## config.mk

```make
export PLATFORM = sky130hd
export DESIGN_NAME = ipv6_literal_parser
export DESIGN_NICKNAME = d
export VERILOG_FILES = /design/src/hw/rtl/ilp_pkg.sv /design/src/hw/rtl/ipv6_literal_parser.sv
export SDC_FILE = /design/constraint.sdc
export NUM_CORES = 2
export LEC_CHECK = 0
export BUFFER_PORTS_ARGS = -buffer_cell sky130_fd_sc_hd__buf_2
export CORE_AREA = 8 8 345 213
export CTS_CLUSTER_SIZE = 28
export DETAILED_ROUTE_END_ITERATION = 10
export DIE_AREA = 0 0 353 221
export PLACE_DENSITY = 0.53
export SLEW_MARGIN = 20
export SYNTH_ARGS = -nofsm -noshare
export SYNTH_HDL_FRONTEND = slang
export SYNTH_SLANG_ARGS = --single-unit
```

## constraint.sdc

```tcl
create_clock -name clk -period 11.8 [get_ports clk]
set_clock_uncertainty 0.2 [all_clocks]
set_input_delay 0.59 -clock clk [delete_from_list [all_inputs] [get_ports clk]]
set_output_delay 0.59 -clock clk [all_outputs]
set_load 0.005 [all_outputs]
```

## src/hw/rtl/ilp_pkg.sv

```systemverilog
package ilp_pkg;

  // Parse phase, one-hot
  typedef enum logic [6:0] {
    PH_IDLE        = 7'b0000001,
    PH_START       = 7'b0000010,
    PH_LEAD_COLON  = 7'b0000100,
    PH_GROUP_START = 7'b0001000,
    PH_IN_GROUP    = 7'b0010000,
    PH_AFTER_COLON = 7'b0100000,
    PH_IN_OCTET    = 7'b1000000
  } phase_t;

  localparam int unsigned NUM_GROUPS   = 8;
  localparam int unsigned GROUP_W      = 16;
  localparam int unsigned ADDR_W       = NUM_GROUPS * GROUP_W;
  localparam int unsigned MAX_HEX_DIG  = 4;
  localparam int unsigned MAX_DEC_DIG  = 3;
  localparam int unsigned MAX_PRE_QUAD = 6;
  localparam int unsigned MAX_COMP     = 7;

  localparam logic [9:0] OCTET_MAX = 10'd255;
  localparam logic [9:0] DEC_SAT   = 10'd1023;
  localparam logic [13:0] DEC_LIM  = 14'd999;
  localparam logic [3:0] DEC_BASE  = 4'd10;

  localparam logic [7:0] CH_COLON  = 8'h3A;
  localparam logic [7:0] CH_DOT    = 8'h2E;
  localparam logic [7:0] CH_RBRACK = 8'h5D;

  typedef logic [GROUP_W-1:0] group_t;

  function automatic logic is_dec(input logic [7:0] c);
    return (c inside {[8'h30:8'h39]});
  endfunction

  // Bit 4 set: not a hex digit
  function automatic logic [4:0] hex_val(input logic [7:0] c);
    logic [4:0] v;
    v = 5'd16;
    if (c inside {[8'h30:8'h39]}) v = {1'b0, c[3:0]};
    else if (c inside {[8'h41:8'h46], [8'h61:8'h66]}) v = {1'b0, c[3:0] + 4'd9};
    return v;
  endfunction

endpackage

```

## src/hw/rtl/ipv6_literal_parser.sv

```systemverilog
// Bracketed IPv6 literal parser, one character per request.
// A request is captured in the input register when accepted, and its result (if any)
// is loaded into the output register when the held request is processed.
// Throughput: one character per cycle; the input stalls only while a result sits
// in the output register with out_stall high.
// Reset (synchronous, rst_n low): block goes idle, ignores characters until first.
module ipv6_literal_parser (
  input  logic                 clk,
  input  logic                 rst_n,
  input  logic                 in_valid,
  output logic                 in_stall,
  input  logic [7:0]           in_char_byte,
  input  logic                 in_first,
  output logic                 out_valid,
  input  logic                 out_stall,
  output logic [63:0]          out_addr_high,
  output logic [63:0]          out_addr_low,
  output logic                 out_status
);
  import ilp_pkg::*;

  // Input register
  logic       in_vld_r, in_vld_nxt;
  logic [7:0] in_char_r;
  logic       in_first_r;

  // Parse state
  phase_t              phase_r, phase_nxt;
  logic [ADDR_W-1:0]   head_r, head_nxt;
  logic [ADDR_W-1:0]   tail_r, tail_nxt;
  logic [3:0]          head_tot_r, head_tot_nxt;
  logic [3:0]          tail_tot_r, tail_tot_nxt;
  logic                comp_r, comp_nxt;
  group_t              gacc_r, gacc_nxt;
  logic [2:0]          gdig_r, gdig_nxt;
  logic [9:0]          dacc_r, dacc_nxt;
  logic                alldec_r, alldec_nxt;
  logic [31:0]         quad_r, quad_nxt;
  logic [1:0]          oidx_r, oidx_nxt;

  // Output register
  logic        out_vld_r, out_vld_nxt;
  logic [63:0] out_hi_r;
  logic [63:0] out_lo_r;
  logic        out_st_r;

  // Step logic
  logic              fire;
  logic              in_take;
  logic [7:0]        c;
  logic [4:0]        hv;
  logic              c_hex;
  logic              c_dec;
  logic [4:0]        total;
  logic [4:0]        fin_total;
  logic [13:0]       dec_prod;
  logic [1:0]        push_cnt;
  group_t            push_a, push_b;
  logic              do_finish, do_error;
  logic              res_vld, res_err;
  logic [ADDR_W-1:0] res_addr;
  logic [31:0]       quad_fin;

  // Process the held request when the result register is free or draining.
  assign fire     = in_vld_r && (!out_vld_r || !out_stall);
  assign in_stall = in_vld_r && !fire;
  assign in_take  = in_valid && !in_stall;

  assign c     = in_char_r;
  assign hv    = hex_val(c);
  assign c_hex = !hv[4];
  assign c_dec = is_dec(c);

  always_comb begin
    // Start from the live state, or from cleared state on the first character.
    if (in_first_r) begin
      phase_nxt    = PH_START;
      head_nxt     = '0;
      tail_nxt     = '0;
      head_tot_nxt = '0;
      tail_tot_nxt = '0;
      comp_nxt     = 1'b0;
      gacc_nxt     = '0;
      gdig_nxt     = '0;
      dacc_nxt     = '0;
      alldec_nxt   = 1'b1;
      quad_nxt     = '0;
      oidx_nxt     = '0;
    end else begin
      phase_nxt    = phase_r;
      head_nxt     = head_r;
      tail_nxt     = tail_r;
      head_tot_nxt = head_tot_r;
      tail_tot_nxt = tail_tot_r;
      comp_nxt     = comp_r;
      gacc_nxt     = gacc_r;
      gdig_nxt     = gdig_r;
      dacc_nxt     = dacc_r;
      alldec_nxt   = alldec_r;
      quad_nxt     = quad_r;
      oidx_nxt     = oidx_r;
    end

    total     = {1'b0, head_tot_nxt} + {1'b0, tail_tot_nxt};
    dec_prod  = 14'(dacc_nxt * DEC_BASE) + {10'b0, c[3:0]};
    push_cnt  = 2'd0;
    push_a    = gacc_nxt;
    push_b    = '0;
    do_finish = 1'b0;
    do_error  = 1'b0;
    quad_fin  = {quad_nxt[31:8], dacc_nxt[7:0]};

    case (phase_nxt)
      PH_IDLE: begin
      end
      PH_START, PH_GROUP_START, PH_AFTER_COLON: begin
        if (phase_nxt == PH_START && c == CH_COLON) begin
          phase_nxt = PH_LEAD_COLON;
        end else if (phase_nxt == PH_AFTER_COLON && c == CH_COLON) begin
          // second '::' is malformed
          if (comp_nxt) begin
            do_error = 1'b1;
          end else begin
            comp_nxt  = 1'b1;
            phase_nxt = PH_GROUP_START;
          end
        end else if (phase_nxt != PH_AFTER_COLON && c == CH_RBRACK) begin
          do_finish = 1'b1;
        end else if (total >= 5'(NUM_GROUPS) || !c_hex) begin
          do_error = 1'b1;
        end else begin
          // open a new group
          gacc_nxt   = {12'b0, hv[3:0]};
          gdig_nxt   = 3'd1;
          alldec_nxt = c_dec;
          dacc_nxt   = c_dec ? {6'b0, c[3:0]} : '0;
          phase_nxt  = PH_IN_GROUP;
        end
      end
      PH_LEAD_COLON: begin
        if (c != CH_COLON) begin
          do_error = 1'b1;
        end else begin
          comp_nxt  = 1'b1;
          phase_nxt = PH_GROUP_START;
        end
      end
      PH_IN_GROUP: begin
        if (c_hex) begin
          if (gdig_nxt >= 3'(MAX_HEX_DIG)) begin
            do_error = 1'b1;
          end else begin
            gacc_nxt = {gacc_nxt[11:0], hv[3:0]};
            gdig_nxt = gdig_nxt + 3'd1;
            if (c_dec && alldec_nxt) begin
              // saturate so a long decimal run stays out of octet range
              dacc_nxt = (dec_prod > DEC_LIM) ? DEC_SAT : dec_prod[9:0];
            end else begin
              alldec_nxt = 1'b0;
            end
          end
        end else if (c == CH_DOT) begin
          if (!alldec_nxt || gdig_nxt > 3'(MAX_DEC_DIG) || dacc_nxt > OCTET_MAX) begin
            do_error = 1'b1;
          end else begin
            quad_nxt  = {dacc_nxt[7:0], 24'b0};
            oidx_nxt  = 2'd1;
            gdig_nxt  = '0;
            dacc_nxt  = '0;
            phase_nxt = PH_IN_OCTET;
          end
        end else if (c == CH_COLON) begin
          push_cnt  = 2'd1;
          phase_nxt = PH_AFTER_COLON;
        end else if (c == CH_RBRACK) begin
          push_cnt  = 2'd1;
          do_finish = 1'b1;
        end else begin
          do_error = 1'b1;
        end
      end
      PH_IN_OCTET: begin
        if (c_dec) begin
          if (gdig_nxt >= 3'(MAX_DEC_DIG)) begin
            do_error = 1'b1;
          end else begin
            dacc_nxt = dec_prod[9:0];
            gdig_nxt = gdig_nxt + 3'd1;
          end
        end else if (gdig_nxt == 3'd0 || dacc_nxt > OCTET_MAX) begin
          do_error = 1'b1;
        end else if (oidx_nxt != 2'd3) begin
          if (c != CH_DOT) begin
            do_error = 1'b1;
          end else begin
            if (oidx_nxt == 2'd1) quad_nxt[23:16] = dacc_nxt[7:0];
            else                  quad_nxt[15:8]  = dacc_nxt[7:0];
            oidx_nxt = oidx_nxt + 2'd1;
            gdig_nxt = '0;
            dacc_nxt = '0;
          end
        end else if (c != CH_RBRACK || total > 5'(MAX_PRE_QUAD)) begin
          do_error = 1'b1;
        end else begin
          // dotted quad lands as two groups
          quad_nxt  = quad_fin;
          push_cnt  = 2'd2;
          push_a    = quad_fin[31:16];
          push_b    = quad_fin[15:0];
          do_finish = 1'b1;
        end
      end
      default: begin
        phase_nxt = PH_IDLE;
      end
    endcase

    // Push groups: tail shifts in from the low end, head fills by position.
    if (push_cnt != 2'd0) begin
      if (comp_nxt) begin
        if (push_cnt == 2'd2) begin
          tail_nxt     = {tail_nxt[ADDR_W-2*GROUP_W-1:0], push_a, push_b};
          tail_tot_nxt = tail_tot_nxt + 4'd2;
        end else if (tail_tot_nxt < 4'(NUM_GROUPS)) begin
          tail_nxt     = {tail_nxt[ADDR_W-GROUP_W-1:0], push_a};
          tail_tot_nxt = tail_tot_nxt + 4'd1;
        end
      end else begin
        for (int k = 0; k < NUM_GROUPS; k++) begin
          if (4'(k) == head_tot_nxt)
            head_nxt[ADDR_W-1-k*GROUP_W -: GROUP_W] = push_a;
          else if (push_cnt == 2'd2 && 4'(k) == head_tot_nxt + 4'd1)
            head_nxt[ADDR_W-1-k*GROUP_W -: GROUP_W] = push_b;
        end
        if (push_cnt == 2'd2)
          head_tot_nxt = head_tot_nxt + 4'd2;
        else if (head_tot_nxt < 4'(NUM_GROUPS))
          head_tot_nxt = head_tot_nxt + 4'd1;
      end
    end

    // Closing check: '::' must cover at least one zero group.
    fin_total = {1'b0, head_tot_nxt} + {1'b0, tail_tot_nxt};
    if (do_finish) begin
      if (comp_nxt ? (fin_total > 5'(MAX_COMP)) : (fin_total != 5'(NUM_GROUPS)))
        do_error = 1'b1;
    end

    res_vld  = do_finish || do_error;
    res_err  = do_error;
    res_addr = do_error ? '0 : (head_nxt | tail_nxt);
    if (res_vld) phase_nxt = PH_IDLE;
  end

  // Input register: hold while the result side is blocked.
  always_comb begin
    in_vld_nxt = in_vld_r;
    if (in_take)   in_vld_nxt = 1'b1;
    else if (fire) in_vld_nxt = 1'b0;
  end

  // Result register: load on a produced result, drop once taken.
  always_comb begin
    out_vld_nxt = out_vld_r;
    if (fire && res_vld)  out_vld_nxt = 1'b1;
    else if (!out_stall)  out_vld_nxt = 1'b0;
  end

  always_ff @(posedge clk) begin
    if (!rst_n) begin
      in_vld_r   <= 1'b0;
      out_vld_r  <= 1'b0;
      phase_r    <= PH_IDLE;
      head_r     <= '0;
      tail_r     <= '0;
      head_tot_r <= '0;
      tail_tot_r <= '0;
      comp_r     <= 1'b0;
      gacc_r     <= '0;
      gdig_r     <= '0;
      dacc_r     <= '0;
      alldec_r   <= 1'b1;
      quad_r     <= '0;
      oidx_r     <= '0;
    end else begin
      in_vld_r  <= in_vld_nxt;
      out_vld_r <= out_vld_nxt;
      if (fire) begin
        phase_r    <= phase_nxt;
        head_r     <= head_nxt;
        tail_r     <= tail_nxt;
        head_tot_r <= head_tot_nxt;
        tail_tot_r <= tail_tot_nxt;
        comp_r     <= comp_nxt;
        gacc_r     <= gacc_nxt;
        gdig_r     <= gdig_nxt;
        dacc_r     <= dacc_nxt;
        alldec_r   <= alldec_nxt;
        quad_r     <= quad_nxt;
        oidx_r     <= oidx_nxt;
      end
    end
  end

  // Payload registers, no reset
  always_ff @(posedge clk) begin
    if (in_take) begin
      in_char_r  <= in_char_byte;
      in_first_r <= in_first;
    end
    if (fire && res_vld) begin
      out_hi_r <= res_addr[ADDR_W-1:ADDR_W/2];
      out_lo_r <= res_addr[ADDR_W/2-1:0];
      out_st_r <= res_err;
    end
  end

  assign out_valid     = out_vld_r;
  assign out_addr_high = out_hi_r;
  assign out_addr_low  = out_lo_r;
  assign out_status    = out_st_r;

endmodule
```

==> impl_results.md <==
- Routability Congestion: approximately 1
- Startpoint types: flop
- RSZ-0062 raised after global routing: false
- Final Critical Period: just over 8 ns
- Hold Crit Endpoint: out_valid$_SDFFE_PN0P_
- Total GRT Usage: 0.337
- Critical path type: reg2reg
- Clk buf depth: 3
- Crit path launch: in_first_r$_DFFE_PP_
- # hold bufs at CTS: 10
- Pins Over Slew Limit: 0
- Area of the multi-input gates: 0.0149 sq mm
- Status: finished clean
- R2R setup slack: 3.61 ns
- Wire length per cell: approximately 33 um
- Actual slew at the worst max-slew pin: around 1.3 ns
- Max-cap violations: 0
- Final #Nets: between 3k and 4k
- #FFs+latches synth: 468
- CTS-repair resized insts: 0
- PD cells: around 120 mW/mm^2
- Routed wire length: approximately 140000 um
- Crit end category: flop
- Hpwl dp: 96800 um
- Syn-to-layout area delta: 11.5%
- Synthesized area: around 0.027 sq mm
- CTS tree: yes
- Syn Nets: 3357
- Hold Path Stages: 3
- Largest net degree at the start of global routing: roughly 140
- CP required: approximately 12 ns
- Hold Path Origin: out_stall
- Leak pwr: a little over 10 nW
- Starting Density: 0.393
- Synthesized area per cell: between 8 and 9 sq um
- Initial antenna violation count: 6
- # rows: 75
- Clock-pin slew on the worst setup and hold paths: 0.06 ns
- Initial DRT Pass Iterations: 6
- Fmax: 122 MHz
- Worst VDD drop: roughly 0.13 mV
- Utilization after layout: 0.438
- Detailed-route via count: around 28k
- Total clock sinks: 468
- Later-pin clock latency in the skew report: roughly 0.64 ns
- Top_reg_cell synth: dfxtp_1
- Final ANT Viol Nets: 0
- Core footprint: 0.0687 sq mm
- Clock Tree Root: clkbuf_16
- Setup-failing EPs final: 0
- Post-CTS Setup Inserts: 0
- R2R cell count: 24
- CTS H-tree depth: 2
- Layout cells sized above 1: 0.113
- DRC Markers: 0
- Die Height: 221 um
- I/O Pins: 144
- TNS Setup: 0 ns
- Leading cell type in the layout, fill and taps excluded: nor2_1
- Vias in the first global route: about 26k
- Port Buffers: between 100 and 150
- Sequential Area: around 0.011 sq mm
- Detailed Route Iter0 Violations: ~4.6k
- Synth cell types: 95
- CTS Buf Count: 48
- Hold Vio Cnt, Final: 0
- Worst Path Arrival: between 8 and 9 ns
- Cells after Synth: roughly 3.3k
- First-pass GRT wire length: 196000 um
- Ys async rst share: 0
- Die width: 353 um
- Post-synth EDFFs: 138
- Sequential fraction of the synthesis area: 0.398
- FF-to-FF Start: in_first_r$_DFFE_PP_
- Final period util: 0.694
- Vias per inst: 6.69
- Crit Path Max Fanout: 57
- Hold Path Class: in2reg
- Most frequent cells in the layout: nor2_1 (529), nand2_1 (333), dfxtp_1 (329)
- Filler instances: just under 7k
- Die ar.: about 0.078 sq mm
- Grt ovf: 0
- Warnings from Yosys: 0
- Worst r2r dst: out_addr_low[9]$_SDFFCE_PP0P_
- Rel. slew slack: 0.136
[flip-flops by register name, summed over array words and instances (netlist names), 2 cells and up]
| name | cells |
|---|---|
| head_r | 128 |
| c | 8 |
| tail_tot_r | 4 |
| gacc_r | 16 |
| quad_r | 24 |
| head_tot_r | 4 |
| out_addr_high | 64 |
| out_addr_low | 64 |
| tail_r | 128 |
| oidx_r | 2 |
| phase_r | 7 |
| dacc_r | 10 |
| gdig_r | 3 |
[cell usage after synthesis (37+ instances only)]
library cell  number  share of area
a211oi_1          86          0.024
a21oi_1          284          0.053
a22oi_1          284          0.079
a32oi_1           57          0.018
and2_1            38         0.0088
buf_2             43         0.0080
clkbuf_1         221          0.031
dfxtp_1          330           0.24
edfxtp_1         138           0.15
ha_1              46          0.021
inv_1             42         0.0058
mux2i_1           73          0.027
nand2_1          335          0.047
nand3_1           37         0.0069
nor2_1           532          0.074
nor3_1            49         0.0091
o21ai_0          158          0.029
o221ai_1          69          0.022
[critical path: stages (launching register included)]
cell and delay [ns]:
edfxtp_1 0.33, buf_4 0.49, clkinv_2 0.33, buf_4 0.41, nand2_1 0.23, inv_1 0.11, ha_1 0.23, a2111oi_2 0.34
a22o_1 0.56, nand3_1 0.13, buf_4 0.30, a21oi_2 0.74, o21ai_0 0.25, a2bb2oi_1 0.43, inv_1 0.14, fa_1 0.48
xnor2_1 0.14, nor3b_1 0.26, nor3b_1 0.22, a21oi_1 0.06, o21ai_0 0.17, nand4_1 0.11, mux2_4 0.52, buf_12 0.31
a221oi_1 0.32
[kinds of logic (layout without fill, tap and decap cells)]
group	after synthesis	after routing	share of synthesized area
adders and majority gates	49	49	0.0235
DFF	468	468	0.398
buffers and inverters	352	368	0.0538
other	0	8	0
xor gates and xnor gates	21	21	0.00737
and+or+nand+nor	1132	1132	0.183
AOI/OAI and AO/OA	1188	1188	0.302
muxes	85	85	0.0322
[metal layers]
layer  GRT usage  vias up  wire length (um)
met2       0.424     1893             50800
met5           0        -                33
met4      0.0936        6              3960
met3       0.131      254             20300
met1       0.514    14100             63800
li1            -    12200                 -
[per-stage QoR]
step	instance area (sq um)	total power [mW]	hold slack, ns	worst slack (ns)	cells
after detailed placement	28300	2.02	0.244	3.83	4135
after global routing	30100	3.73	0.129	3.16	4235
after CTS	30100	3.64	0.0987	3.81	4235
after global placement	28300	2.02	0.237	3.83	4135
final	30100	3.63	0.132	3.61	4243
after floorplan	27000	1.90	0.227	4.53	3295
[how the worst max path moves through the flow]
stage,to
2_1_floorplan,out_addr_high[0]$_SDFFCE_PP0P_
3_3_place_gp,out_addr_low[29]$_SDFFCE_PP0P_
3_5_place_dp,out_addr_low[9]$_SDFFCE_PP0P_
4_1_cts,out_addr_low[9]$_SDFFCE_PP0P_
5_1_grt,out_addr_low[9]$_SDFFCE_PP0P_
6_report,out_addr_low[9]$_SDFFCE_PP0P_
[area by class of cell]
type | instances | share of cell area
clock buffer | 63 | 0.0441
clock inverter | 27 | 0.0101
sequential | 468 | 0.357
multi-input combinational | 2475 | 0.496
timing repair buffer | 232 | 0.0476
antenna | 8 | 0.000665
inverter | 46 | 0.00619
tap | 924 | 0.0384
[power breakdown]
group          internal [mW]  switching, mW  total (mW)
Sequential              1.68         0.0384        1.72
Clock                  0.893          0.736        1.63
Combinational         0.0684          0.218       0.286
(Power assumes the default switching activity.)
